[src/hw/rtl/u8sv_pkg.sv]
// Shared types, codes and helpers of the UTF-8 stream validator.
`timescale 1ns / 1ps

package u8sv_pkg;

   localparam int unsigned CpWidth = 21;

   typedef logic [CpWidth-1:0] cp_type;

   typedef enum logic [2:0] {
      ST_OK        = 3'd0,
      ST_OUTSIDE   = 3'd1,
      ST_TRUNCATED = 3'd2,
      ST_OVERLONG  = 3'd3,
      ST_BAD_TRAIL = 3'd4,
      ST_INVALID   = 3'd5
   } status_type;

   localparam cp_type CpMaxValid    = 21'h0EFFFD;
   localparam cp_type CpSurrLow     = 21'h00D800;
   localparam cp_type CpSurrHigh    = 21'h00DFFF;
   localparam cp_type CpNonCharLow  = 21'h00FDD0;
   localparam cp_type CpNonCharHigh = 21'h00FDEF;
   localparam cp_type CpPrivLow     = 21'h00E000;
   localparam cp_type CpPrivHigh    = 21'h00F8FF;
   localparam logic [15:0] CpPlaneEndMask = 16'hFFFE;
   localparam logic [7:0] LeadOverlongMask = 8'hFE;
   localparam logic [7:0] LeadTwoMin       = 8'hC0;
   localparam logic [7:0] TrailTag         = 8'h80;
   localparam logic [7:0] TrailBitsMask    = 8'h3F;
   localparam logic [7:0] LeadThreeOvl     = 8'hE0;
   localparam logic [7:0] LeadFourOvl      = 8'hF0;

   // Staged input byte between the input register and the step logic.
   typedef struct packed {
      logic       valid;
      logic [7:0] byte_value;
      logic       string_last;
   } in_stage_type;

   // One step's result towards the result register.
   typedef struct packed {
      logic       emit;
      cp_type     code_point;
      status_type status;
      logic       at_string_end;
   } step_result_type;

   function automatic logic point_ok(input cp_type c);
      logic bad;
      bad = (c > CpMaxValid)
         || (c >= CpSurrLow && c <= CpSurrHigh)
         || ((c[15:0] & CpPlaneEndMask) == CpPlaneEndMask)
         || (c >= CpNonCharLow && c <= CpNonCharHigh)
         || (c >= CpPrivLow && c <= CpPrivHigh);
      return !bad;
   endfunction

endpackage

[src/hw/rtl/u8sv_if.sv]
// Handshake channel interfaces for the byte input and the result output.
`timescale 1ns / 1ps

interface u8sv_req_if;
   logic       valid;
   logic       ready;
   logic [7:0] byte_value;
   logic       string_last;

   modport source (output valid, output byte_value, output string_last, input ready);
   modport sink   (input valid, input byte_value, input string_last, output ready);
endinterface

interface u8sv_rsp_if;
   logic                  valid;
   logic                  ready;
   u8sv_pkg::cp_type      code_point;
   u8sv_pkg::status_type  status;
   logic                  at_string_end;

   modport source (output valid, output code_point, output status, output at_string_end,
                   input ready);
   modport sink   (input valid, input code_point, input status, input at_string_end,
                   output ready);
endinterface

[src/hw/rtl/u8sv_in_reg.sv]
// Input register: captures one byte transfer and holds it until the step logic takes it.
`timescale 1ns / 1ps

module u8sv_in_reg (
   input  logic                    clock,
   input  logic                    reset,
   u8sv_req_if.sink                req_chan,
   input  logic                    take,
   output u8sv_pkg::in_stage_type  stage
);
   import u8sv_pkg::*;

   logic       valid_ff, valid_in;
   logic [7:0] byte_ff;
   logic       last_ff;
   logic       load;

   assign req_chan.ready = !valid_ff || take;
   assign load           = req_chan.valid && req_chan.ready;

   always_comb begin
      valid_in = valid_ff;
      if (load) begin
         valid_in = 1'b1;
      end else if (take) begin
         valid_in = 1'b0;
      end
   end

   always_ff @(posedge clock) begin
      if (reset) begin
         valid_ff <= 1'b0;
      end else begin
         valid_ff <= valid_in;
      end
   end

   always_ff @(posedge clock) begin
      if (load) begin
         byte_ff <= req_chan.byte_value;
         last_ff <= req_chan.string_last;
      end
   end

   assign stage = '{valid: valid_ff, byte_value: byte_ff, string_last: last_ff};

endmodule

[src/hw/rtl/u8sv_step.sv]
// Sequence state and the per-byte decode and check logic.
`timescale 1ns / 1ps

module u8sv_step (
   input  logic                       clock,
   input  logic                       reset,
   input  u8sv_pkg::in_stage_type     stage,
   input  logic                       advance,
   output u8sv_pkg::step_result_type  result
);
   import u8sv_pkg::*;

   cp_type     acc_ff, acc_in;
   logic [7:0] lead_ff, lead_in;
   logic [2:0] exp_ff, exp_in;
   logic [2:0] seen_ff, seen_in;
   status_type pend_ff, pend_in;
   logic       skip_ff, skip_in;

   logic [7:0] b;
   logic       last;
   status_type pe;
   status_type st;
   cp_type     acc_next;
   logic [2:0] seen_next;

   assign b    = stage.byte_value;
   assign last = stage.string_last;

   always_comb begin
      acc_in  = acc_ff;
      lead_in = lead_ff;
      exp_in  = exp_ff;
      seen_in = seen_ff;
      pend_in = pend_ff;
      skip_in = skip_ff;
      result  = '{emit: 1'b0, code_point: '0, status: ST_OK, at_string_end: last};
      pe        = pend_ff;
      st        = ST_OK;
      acc_next  = {acc_ff[CpWidth-7:0], b[5:0]};
      seen_next = seen_ff + 3'd1;

      if (skip_ff) begin
         if (last) begin
            skip_in = 1'b0;
            acc_in  = '0;
            lead_in = '0;
            exp_in  = '0;
            seen_in = '0;
            pend_in = ST_OK;
         end
      end else if (exp_ff == 3'd0) begin
         priority if (!b[7]) begin
            result.emit       = 1'b1;
            result.code_point = cp_type'(b);
         end else if (!b[6] || b[7:3] == 5'b11111) begin
            // stray trailer or a lead of five bytes or more
            skip_in           = !last;
            result.emit       = 1'b1;
            result.code_point = cp_type'(b);
            result.status     = ST_OUTSIDE;
         end else if (last) begin
            result.emit       = 1'b1;
            result.code_point = cp_type'(b);
            result.status     = ST_TRUNCATED;
         end else begin
            lead_in = b;
            seen_in = 3'd1;
            pend_in = ST_OK;
            priority if (!b[5]) begin
               exp_in = 3'd2;
               acc_in = cp_type'(b[4:0]);
            end else if (!b[4]) begin
               exp_in = 3'd3;
               acc_in = cp_type'(b[3:0]);
            end else begin
               exp_in = 3'd4;
               acc_in = cp_type'(b[2:0]);
            end
         end
      end else begin
         if (seen_ff == 3'd1 &&
             ((lead_ff & LeadOverlongMask) == LeadTwoMin
              || (lead_ff == LeadThreeOvl && b[7:5] == 3'b100)
              || (lead_ff == LeadFourOvl && b[7:4] == 4'b1000))) begin
            pe = ST_OVERLONG;
         end
         if (pe == ST_OK && b[7:6] != 2'b10) begin
            pe = ST_BAD_TRAIL;
         end
         if (seen_next >= exp_ff) begin
            st = pe;
            if (st == ST_OK && !point_ok(acc_next)) begin
               st = ST_INVALID;
            end
            result.emit       = 1'b1;
            result.status     = st;
            result.code_point = (st == ST_OK) ? acc_next : cp_type'(lead_ff);
            acc_in  = '0;
            lead_in = '0;
            exp_in  = '0;
            seen_in = '0;
            pend_in = ST_OK;
            skip_in = (st != ST_OK) && !last;
         end else if (last) begin
            // string ended mid-sequence: drop any pending error
            result.emit       = 1'b1;
            result.status     = ST_TRUNCATED;
            result.code_point = cp_type'(lead_ff);
            acc_in  = '0;
            lead_in = '0;
            exp_in  = '0;
            seen_in = '0;
            pend_in = ST_OK;
         end else begin
            acc_in  = acc_next;
            seen_in = seen_next;
            pend_in = pe;
         end
      end
      result.emit = result.emit && stage.valid;
   end

   always_ff @(posedge clock) begin
      if (reset) begin
         acc_ff  <= '0;
         lead_ff <= '0;
         exp_ff  <= '0;
         seen_ff <= '0;
         pend_ff <= ST_OK;
         skip_ff <= 1'b0;
      end else if (advance) begin
         acc_ff  <= acc_in;
         lead_ff <= lead_in;
         exp_ff  <= exp_in;
         seen_ff <= seen_in;
         pend_ff <= pend_in;
         skip_ff <= skip_in;
      end
   end

   a_seen_below_len: assert property (@(posedge clock) disable iff (reset)
      exp_ff != 3'd0 |-> (seen_ff >= 3'd1 && seen_ff < exp_ff))
      else $error("byte count of open sequence out of range");

   a_skip_idle: assert property (@(posedge clock) disable iff (reset)
      skip_ff |-> (exp_ff == 3'd0 && pend_ff == ST_OK))
      else $error("skipping while a sequence is open");

   a_no_single_len: assert property (@(posedge clock) disable iff (reset)
      exp_ff != 3'd1)
      else $error("open sequence of length one");

   a_end_clears: assert property (@(posedge clock) disable iff (reset)
      (advance && stage.string_last) |=> (exp_ff == 3'd0 && !skip_ff))
      else $error("state not cleared at string end");

endmodule

[src/hw/rtl/u8sv_rsp_reg.sv]
// Result register: holds one result until the sink takes the transfer.
`timescale 1ns / 1ps

module u8sv_rsp_reg (
   input  logic                       clock,
   input  logic                       reset,
   input  u8sv_pkg::step_result_type  result,
   input  logic                       advance,
   output logic                       free,
   u8sv_rsp_if.source                 rsp_chan
);
   import u8sv_pkg::*;

   logic       valid_ff, valid_in;
   cp_type     cp_ff;
   status_type st_ff;
   logic       end_ff;
   logic       load;

   assign free = !valid_ff || rsp_chan.ready;
   assign load = advance && result.emit;

   always_comb begin
      valid_in = valid_ff;
      if (load) begin
         valid_in = 1'b1;
      end else if (rsp_chan.ready) begin
         valid_in = 1'b0;
      end
   end

   always_ff @(posedge clock) begin
      if (reset) begin
         valid_ff <= 1'b0;
      end else begin
         valid_ff <= valid_in;
      end
   end

   always_ff @(posedge clock) begin
      if (load) begin
         cp_ff  <= result.code_point;
         st_ff  <= result.status;
         end_ff <= result.at_string_end;
      end
   end

   assign rsp_chan.valid         = valid_ff;
   assign rsp_chan.code_point    = cp_ff;
   assign rsp_chan.status        = st_ff;
   assign rsp_chan.at_string_end = end_ff;

endmodule

[src/hw/rtl/utf8_stream_validator_unit.sv]
// Top level of the UTF-8 stream validator: input register, step logic, result register.
// Path: a byte goes from the input register through the step logic into the result register.
// Throughput: one byte per cycle when the result register is free, set by the step state update.
// A full result register stalls the input only while the sink holds off rsp ready.
// Reset (synchronous, active high) clears both valid flags and all sequence state.
`timescale 1ns / 1ps

module utf8_stream_validator_unit (
   input  logic        clock,
   input  logic        reset,
   u8sv_req_if.sink    req_chan,
   u8sv_rsp_if.source  rsp_chan
);
   import u8sv_pkg::*;

   in_stage_type    stage;
   step_result_type result;
   logic            out_free;
   logic            advance;

   // Advance the staged byte once the result register can take whatever it yields.
   // A byte that yields nothing still waits for a free slot; this keeps the
   // control simple, but holds such a byte while the sink holds off rsp ready.
   assign advance = stage.valid && out_free;

   // Capture the byte transfer; hold it until the step logic consumes it.
   u8sv_in_reg u_in_reg (
      .clock    (clock),
      .reset    (reset),
      .req_chan (req_chan),
      .take     (advance),
      .stage    (stage)
   );

   // Decode one byte against the open sequence and update the state.
   u8sv_step u_step (
      .clock   (clock),
      .reset   (reset),
      .stage   (stage),
      .advance (advance),
      .result  (result)
   );

   // Drop the result into the output register; it leaves on the rsp transfer.
   u8sv_rsp_reg u_rsp_reg (
      .clock    (clock),
      .reset    (reset),
      .result   (result),
      .advance  (advance),
      .free     (out_free),
      .rsp_chan (rsp_chan)
   );

   a_adv_free: assert property (@(posedge clock) disable iff (reset)
      advance |-> (!rsp_chan.valid || rsp_chan.ready))
      else $error("step advanced into an occupied result register");

   a_emit_shows: assert property (@(posedge clock) disable iff (reset)
      (advance && result.emit) |=> rsp_chan.valid)
      else $error("emitted result missing from output");

   a_ok_in_range: assert property (@(posedge clock) disable iff (reset)
      (rsp_chan.valid && rsp_chan.status == ST_OK) |-> point_ok(rsp_chan.code_point))
      else $error("invalid code point reported as good");

endmodule

[src/flat_wrapper.sv]
// flat-port wrapper written by rule: the top's interface ports become plain ports
module utf8_stream_validator_unit_flat import u8sv_pkg::*;
  (clock, reset, req_chan_valid, req_chan_byte_value, req_chan_string_last, req_chan_ready, rsp_chan_valid, rsp_chan_code_point, rsp_chan_status, rsp_chan_at_string_end, rsp_chan_ready);
  u8sv_req_if req_chan_i ();
  u8sv_rsp_if rsp_chan_i ();
  input  logic clock;
  input  logic reset;
  input wire logic [$bits(req_chan_i.valid)-1:0] req_chan_valid;
  input wire logic [$bits(req_chan_i.byte_value)-1:0] req_chan_byte_value;
  input wire logic [$bits(req_chan_i.string_last)-1:0] req_chan_string_last;
  output wire logic [$bits(req_chan_i.ready)-1:0] req_chan_ready;
  output wire logic [$bits(rsp_chan_i.valid)-1:0] rsp_chan_valid;
  output wire logic [$bits(rsp_chan_i.code_point)-1:0] rsp_chan_code_point;
  output wire logic [$bits(rsp_chan_i.status)-1:0] rsp_chan_status;
  output wire logic [$bits(rsp_chan_i.at_string_end)-1:0] rsp_chan_at_string_end;
  input wire logic [$bits(rsp_chan_i.ready)-1:0] rsp_chan_ready;
  assign req_chan_i.valid = req_chan_valid;
  assign req_chan_i.byte_value = req_chan_byte_value;
  assign req_chan_i.string_last = req_chan_string_last;
  assign req_chan_ready = req_chan_i.ready;
  assign rsp_chan_valid = rsp_chan_i.valid;
  assign rsp_chan_code_point = rsp_chan_i.code_point;
  assign rsp_chan_status = rsp_chan_i.status;
  assign rsp_chan_at_string_end = rsp_chan_i.at_string_end;
  assign rsp_chan_i.ready = rsp_chan_ready;
  utf8_stream_validator_unit u_core (.clock(clock), .reset(reset), .req_chan(req_chan_i), .rsp_chan(rsp_chan_i));
endmodule
[config.mk]
export PLATFORM = sky130hd
export DESIGN_NAME = utf8_stream_validator_unit_flat
export DESIGN_NICKNAME = d
export VERILOG_FILES = /design/src/hw/rtl/u8sv_pkg.sv /design/src/hw/rtl/u8sv_if.sv /design/src/hw/rtl/u8sv_in_reg.sv /design/src/hw/rtl/u8sv_step.sv /design/src/hw/rtl/u8sv_rsp_reg.sv /design/src/hw/rtl/utf8_stream_validator_unit.sv /design/src/flat_wrapper.sv
export SDC_FILE = /design/constraint.sdc
export NUM_CORES = 1
export LEC_CHECK = 0
export BUFFER_PORTS_ARGS = -buffer_cell sky130_fd_sc_hd__clkbuf_2
export CELL_PAD_IN_SITES_DETAIL_PLACEMENT = 1
export CELL_PAD_IN_SITES_GLOBAL_PLACEMENT = 1
export CORE_MARGIN = 2
export CORE_UTILIZATION = 45
export DETAILED_ROUTE_END_ITERATION = 10
export GPL_TIMING_DRIVEN = 0
export PLACE_DENSITY_LB_ADDON = 0.1
export SLEW_MARGIN = 20
export SYNTH_ARGS = -nofsm -noshare
export SYNTH_HDL_FRONTEND = slang
export SYNTH_HIERARCHICAL = 1
export SYNTH_SLANG_ARGS = --single-unit
[constraint.sdc]
create_clock -name clock -period 3.4 [get_ports clock]
set_input_delay 0.68 -clock clock [delete_from_list [all_inputs] [get_ports clock]]
set_output_delay 0.68 -clock clock [all_outputs]
set_load 0.1 [all_outputs]
==> results of run 1 <==
-- flip-flops by register name (all words and copies together), names as in the netlist --
signal                                   cells
u_core/u_step/acc_ff                        15
u_core/u_in_reg/last_ff                      1
u_core/u_step/lead_ff                        8
u_core/u_step/skip_ff                        1
u_core/u_rsp_reg/rsp_chan.at_string_end      1
u_core/u_rsp_reg/rsp_chan.status             3
u_core/u_step/seen_ff                        3
u_core/u_step/pend_ff                        3
u_core/u_in_reg/valid_ff                     1
u_core/u_rsp_reg/rsp_chan.valid              1
u_core/u_rsp_reg/rsp_chan.code_point        21
u_core/u_step/exp_ff                         3
u_core/u_in_reg/byte_ff                      8
-- logic make-up after synthesis --
group                    after synthesis  share of synthesized area (%)
other                                  1                          0.120
flip-flops                            69                           55.0
AND/OR/NAND/NOR                      106                           19.4
buffers and inverters                 28                           3.95
adder cells (fa/ha/maj)                5                           2.00
XOR/XNOR                               1                          0.280
AO/OA/AOI/OAI                         78                           19.3
-- tightest hold or removal path: stages, from the launching register on --
cell      delay, ps
dfxtp_1         340
nand2b_4         80
a21oi_2          40
-- layer usage --
| layer | part of all wire [%] | wire [um] | global-route usage, % | vias up |
|---|---|---|---|---|
| li1 | - | - | - | 1159 |
| met1 | 48 | 3770 | 31.5 | 1251 |
| met2 | 47 | 3770 | 33.3 | 56 |
| met3 | 3.7 | 293 | 4.36 | 11 |
| met4 | 1.3 | 104 | 8.53 | 0 |
| met5 | 0 | 0 | 0 | - |
-- stage by stage --
step | hold WS [ps] | utilization [%] | worst slack (ps) | std cells | instance area, um^2
2_1_floorplan | 460 | - | 769 | 288 | 3130
3_3_place_gp | 480 | 50.7 | 289 | 407 | 3430
3_5_place_dp | 491 | 50.7 | 129 | 407 | 3430
4_1_cts | 495 | 53.1 | 92.1 | 423 | 3590
5_1_grt | 490 | 53.3 | 149 | 423 | 3600
6_report | 502 | 53.3 | 356 | 423 | 3600
-- placed cells by master, fill, tap and decap left out, drive strengths merged, types with 5 or more instances in the layout --
| cell | count |
|---|---|
| o21ai | 6 |
| ha | 5 |
| buf | 7 |
| dfxtp | 35 |
| clkbuf | 63 |
| nor2 | 31 |
| a22o | 6 |
| nand3 | 7 |
| inv | 10 |
| and2 | 16 |
| edfxtp | 34 |
| a21oi | 19 |
| nand2 | 21 |
| a22oi | 21 |
-- timing repair --
| action | 4_1_cts | 5_1_grt |
|---|---|---|
| hold buffers | 0 | 0 |
| buffers inserted | 0 | 0 |
| setup endpoints to repair | 0 | 26 |
| resized for setup | 0 | 2 |
-- final cells by class --
type,count,area [um^2]
Multi-Input combinational cell,191,1290
Fill cell,764,3150
Clock inverter,2,10.0
Clock buffer,14,153
Timing Repair Buffer,39,195
Sequential cell,69,1720
Tap cell,80,100
Buffer,17,82.6
Inverter,11,45.0
-- power breakdown --
part / internal, mW / switching (mW)
Sequential: 0.898 / 0.0188
Clock: 0.284 / 0.290
Combinational: 0.0549 / 0.159
Total: 1.24 / 0.468
-- worst max-delay path by stage --
stage / slack [ps] / start / cells past startpoint / end
3_3_place_gp: 290 / u_core/u_step/seen_ff[0] / 9 / u_core/u_rsp_reg/rsp_chan.code_point[19]
6_report: 360 / u_core/u_step/seen_ff[0] / 9 / u_core/u_rsp_reg/rsp_chan.code_point[3]
2_1_floorplan: 770 / u_core/u_step/seen_ff[0] / 9 / u_core/u_rsp_reg/rsp_chan.at_string_end
3_5_place_dp: 130 / u_core/u_step/seen_ff[0] / 9 / u_core/u_rsp_reg/rsp_chan.code_point[10]
5_1_grt: 150 / u_core/u_step/seen_ff[0] / 9 / u_core/u_rsp_reg/rsp_chan.code_point[6]
4_1_cts: 90 / u_core/u_step/seen_ff[0] / 9 / u_core/u_rsp_reg/rsp_chan.code_point[3]
==> flow_summary.yaml, run 1 <==
worst_hold_path:
  hold_class: "flip-flop to flip-flop"
  holdPathEnd: "u_core/u_rsp_reg/rsp_chan.valid"
  min_from: "u_core/u_rsp_reg/rsp_chan.valid"
  min_path_cells: 2
route:
  drc_errors: 0
  postRouteAntennaNets: 0
  first_pass_iters: 4
  dr.first_iter.drc_count: 207
  wl_per_cell_um: 18.8
  vias: 2477
  viasPerCell: 5.86
  wirelength_um: 7940
clock_network:
  clock_sinks: 69
  cts_buffer_depth: 2
  numCtsBuffers: 9
  insertion_delay_ps: 340
  root_buffer: "clkbuf_8"
  cts_tree: "yes"
  htreeDepth: 3
  clk_pin_slew_ps: 70
sta:
  fin_crit_sh_pct: 89.5
  fin_crit_ps: 3040
  slew_headroom_pct: 52.1
  tightest_slew_ps: 714
  setup_tns_ps: 0
  slew_violations: 0
  finClkSkew_ps: 11.4
  rsz0062_at_grt: "no"
  hold_viol_final: 0
  fmax_mhz: 329
  setup_violations: 0
worst_setup_path:
  critPathKind: "flip-flop to flip-flop"
  crit_arrival_ps: 3020
  crit_buf_inv: 1
  rrSetupSlack_ps: 360
  startpoint_type: "flip-flop"
  path_max_fanout: 25
  endpoint_kind: "flip-flop"
  cp_slowest_cell: "o21ai_1"
  cp_slowest_stage_delay_ps: 560
  cp.required_ps: 3370
  reg2reg_from: "u_core/u_step/seen_ff[0]"
  reg2reg_depth: 9
  cp_cell_sequence: "ha_1, xor2_1, ha_1, nand2_1, o21ai_1, o22ai_1, a21oi_1, nand2_1, clkinvlp_4"
  path_delay_family: "compound AO/OA/AOI/OAI gates"
  r2r_end: "u_core/u_rsp_reg/rsp_chan.code_point[3]"
synth:
  synth_edf_count: 34
  synthCells: 288
  async_flop_share_pct: 0
  yosysUniqueCellTypes: 67
  synth_common_cells: "dfxtp_1, edfxtp_1, nor2_1"
  syn_avg_cell_area_um2: 10.9
  synthesis.area_um2: 3130
  ys_warn_count: 6
  synth_area_leaders: "edfxtp_1, dfxtp_1, a22oi_1"
  synth-seq-cells: 69
  synth_most_common_cell: "dfxtp_1"
  synth_top_flop_cell: "dfxtp_1"
  synth.top_cell.area_share_pct: 32.6
  syn_nets: 306
  yosysSeqAreaShare_pct: 55.0
  yosysTopAreaCell: "edfxtp_1"
outcome:
  outcome: "completed"
floorplanning:
  num_rows: 30
  io_pins: 40
  dieArea_um2: 7640
  fp.dieW_um: 87.4
  initial_core_util_pct: 46.4
  core-area_um2: 6760
  die_h_um: 87.4
layout:
  antennaDiodeCount: 0
  synthToLayoutAreaGrowth_pct: 15.0
  final_nets: 356
  post_route_cells_drive_above_1_share_pct: 24.8
placement:
  portBuffers: 39
  dpl.hpwl_um: 5620
  place_congestion: 0.833
power:
  p_per_area_nw_per_um2: 473
  max-vdd-ir-drop_mv: 0.236
  power_mw: 1.70
  p_leak_nw: 1.37
run:
  max-cap-violations: 0
grt:
  grt_usage_pct: 22.2
  antenna_found_initial: 0
  grt_pass1_wl_um: 12600
  grt_max_degree: 26
  grt_overflow: 0
  first_global_vias: 2358
(Power assumes the default switching activity.)
==> inputs of run 2 (changes only) <==
Settings changed: ABC_AREA from default to 1, CORE_UTILIZATION 45 to 43.
==> flow_summary.yaml, run 2 <==
sta:
  setup_violations: 0
  slew_violations: 0
  rsz0062_at_grt: "no"
  fin_crit_sh_pct: 92.1
  fmax_mhz: 319
  setup_tns_ps: 0
  slew_headroom_pct: 45.8
  tightest_slew_ps: 814
  setup_ws_ps: 269
  fin_crit_ps: 3130
  hold_viol_final: 0
  finClkSkew_ps: 14.8
placement:
  pre_cts_slack_ps: 143
  dpl.hpwl_um: 8720
  portBuffers: 39
  place_congestion: 0.934
floorplanning:
  io_pins: 40
  num_rows: 33
  dieArea_um2: 9360
  die_h_um: 96.7
  initial_core_util_pct: 44.8
  fp.dieW_um: 96.7
  core-area_um2: 8260
synth:
  synth_xor_area_share_pct: 0.237
  yosysSeqAreaShare_pct: 46.6
  synth_common_cells: "nand2_1, inv_1, nor2_1"
  synth_most_common_cell: "nand2_1"
  synth.top_cell.area_share_pct: 27.6
  syn_nets: 491
  synth_compound_area_share_pct: 10.3
  synth-seq-cells: 69
  async_flop_share_pct: 0
  synth_edf_count: 34
  yosysUniqueCellTypes: 41
  synth_top_flop_cell: "dfxtp_1"
  yosys.area_share.adder_pct: 1.69
  yosysTopAreaCell: "edfxtp_1"
  synth-simple-area-share_pct: 31.9
  syn_avg_cell_area_um2: 7.82
  synth_top_family_by_area: "simple AND/OR/NAND/NOR gates"
  synth_area_leaders: "edfxtp_1, dfxtp_1, nand2_1"
  synthMuxAreaShare_pct: 0
  synthCells: 473
  ys_warn_count: 6
  synthesis.area_um2: 3700
clock_network:
  clock_sinks: 69
  htreeDepth: 3
  cts_tree: "yes"
  insertion_delay_ps: 350
  numCtsBuffers: 9
  clk_pin_slew_ps: 80
  cts_buffer_depth: 2
  root_buffer: "clkbuf_8"
worst_setup_path:
  cp_slowest_stage_delay_ps: 420
  path_max_fanout: 12
  reg2reg_from: "u_core/u_step/seen_ff[0]"
  rrSetupSlack_ps: 270
  cp.required_ps: 3410
  endpoint_kind: "flip-flop"
  critPathKind: "flip-flop to flip-flop"
  startpoint_type: "flip-flop"
  r2r_end: "u_core/u_rsp_reg/rsp_chan.status[0]"
  crit_arrival_ps: 3140
  cp_slowest_cell: "dfxtp_1"
  cp_cell_sequence: "ha_1, xor2_1, ha_1, a21oi_1, nand3_1, nor2_1, inv_1, nor2_1, nor3_1, nand2_1, clkinvlp_4"
  reg2reg_depth: 11
route:
  vias: 3405
  postRouteAntennaNets: 0
  dr.first_iter.drc_count: 147
  wl_per_cell_um: 18.4
  wirelength_um: 11700
  drc_errors: 0
  first_pass_iters: 4
  viasPerCell: 5.36
layout:
  antennaDiodeCount: 0
  final_cell_mix: "nand2_1, inv_1, nor2_1"
  synthToLayoutAreaGrowth_pct: 14.5
  fin_util_pct: 51.2
  largest_reg_flops: 21
  post_route_cells_drive_above_1_share_pct: 19.1
  final_common_cell: "nand2_1"
  final_nets: 543
grt:
  antenna_found_initial: 0
  first_global_vias: 3497
  grt_pass1_wl_um: 18600
  grt_overflow: 0
  grt_max_degree: 26
  grt_usage_pct: 25.6
worst_hold_path:
  min_path_cells: 2
  hold_class: "flip-flop to flip-flop"
  min_from: "u_core/u_step/pend_ff[2]"
  holdPathEnd: "u_core/u_step/pend_ff[2]"
power:
  max-vdd-ir-drop_mv: 0.238
  p_per_area_nw_per_um2: 435
  p_leak_nw: 1.69
outcome:
  outcome: "completed"
run:
  max-cap-violations: 0
==> run 2: cell count changes after synthesis, moves of 8 or more <==
cell	previous run	this run
a21oi_1	16	43
nor3_1	0	8
inv_1	11	57
nand3_1	7	43
a22oi_1	21	3
nor2_1	31	49
nand2_1	21	115
and2_1	14	0
==> run 2: worst max-delay path by stage <==
stage	start	slack, ps	to
global placement	u_core/u_step/seen_ff[0]	230	u_core/u_rsp_reg/rsp_chan.status[2]
detailed placement	u_core/u_step/seen_ff[0]	140	u_core/u_rsp_reg/rsp_chan.status[2]
CTS	u_core/u_step/seen_ff[0]	120	u_core/u_rsp_reg/rsp_chan.status[2]
floorplan	u_core/u_step/seen_ff[0]	810	u_core/u_rsp_reg/rsp_chan.at_string_end
global route	u_core/u_step/seen_ff[0]	7	u_core/u_rsp_reg/rsp_chan.code_point[7]
finish	u_core/u_step/seen_ff[0]	270	u_core/u_rsp_reg/rsp_chan.status[0]
==> run 2: layout make-up <==
type	instances	area (um^2)
clock inverter	7	52.6
clock buffer	9	124
fill	1067	4030
tap	105	131
inverter	62	236
timing repair buffer	40	215
sequential	69	1720
multi-input combinational	324	1630
timing repair inverter	1	7.51
buffer	18	109
==> run 2: report_power, final <==
part           total, mW  leakage (nW)  internal, mW  switching, mW
clock              0.610        0.0774         0.265          0.345
sequential         0.927         0.606         0.901         0.0261
combinational      0.305          1.01        0.0759          0.229
==> run 2: repair_timing <==
action,in CTS,in global routing
hold buffers,0,0
endpoints found under the setup margin,0,25
resized for setup,0,2
setup buffers,0,1
==> run 2: critical path: cells and delay by family, from the launching register on <==
| kind | cells | cell delay [ps] |
|---|---|---|
| AOI/OAI and AO/OA | 1 | 150 |
| buffers and inverters | 2 | 530 |
| DFF | 1 | 420 |
| and+or+nand+nor | 5 | 1000 |
| xor gates and xnor gates | 1 | 210 |
| adders and majority gates | 2 | 480 |
==> run 2: per-stage QoR <==
step	hold WS [ps]	power, mW	cell area (um^2)	instances
2_1_floorplan	444	1.16	3700	473
3_3_place_gp	453	1.24	4020	617
3_5_place_dp	470	1.24	4020	617
4_1_cts	482	1.85	4200	633
5_1_grt	495	1.92	4230	635
6_report	481	1.84	4230	635
==> run 2: logic make-up (layout without fill, tap and decap cells) <==
family / Yosys count / count (layout)
AO/OA/AOI/OAI: 69 / 69
AND/OR/NAND/NOR: 248 / 248
XOR/XNOR: 1 / 1
flip-flops: 69 / 69
adder cells (fa/ha/maj): 5 / 5
other: 1 / 1
buffers and inverters: 80 / 137
==> run 2: layer usage <==
metal,vias to the layer above,routed length [um],track usage (%)
met1,1646,4890,32.6
met3,19,682,4.70
met4,0,196,8.34
met2,92,5930,44.0
met5,-,0,0
li1,1648,-,-
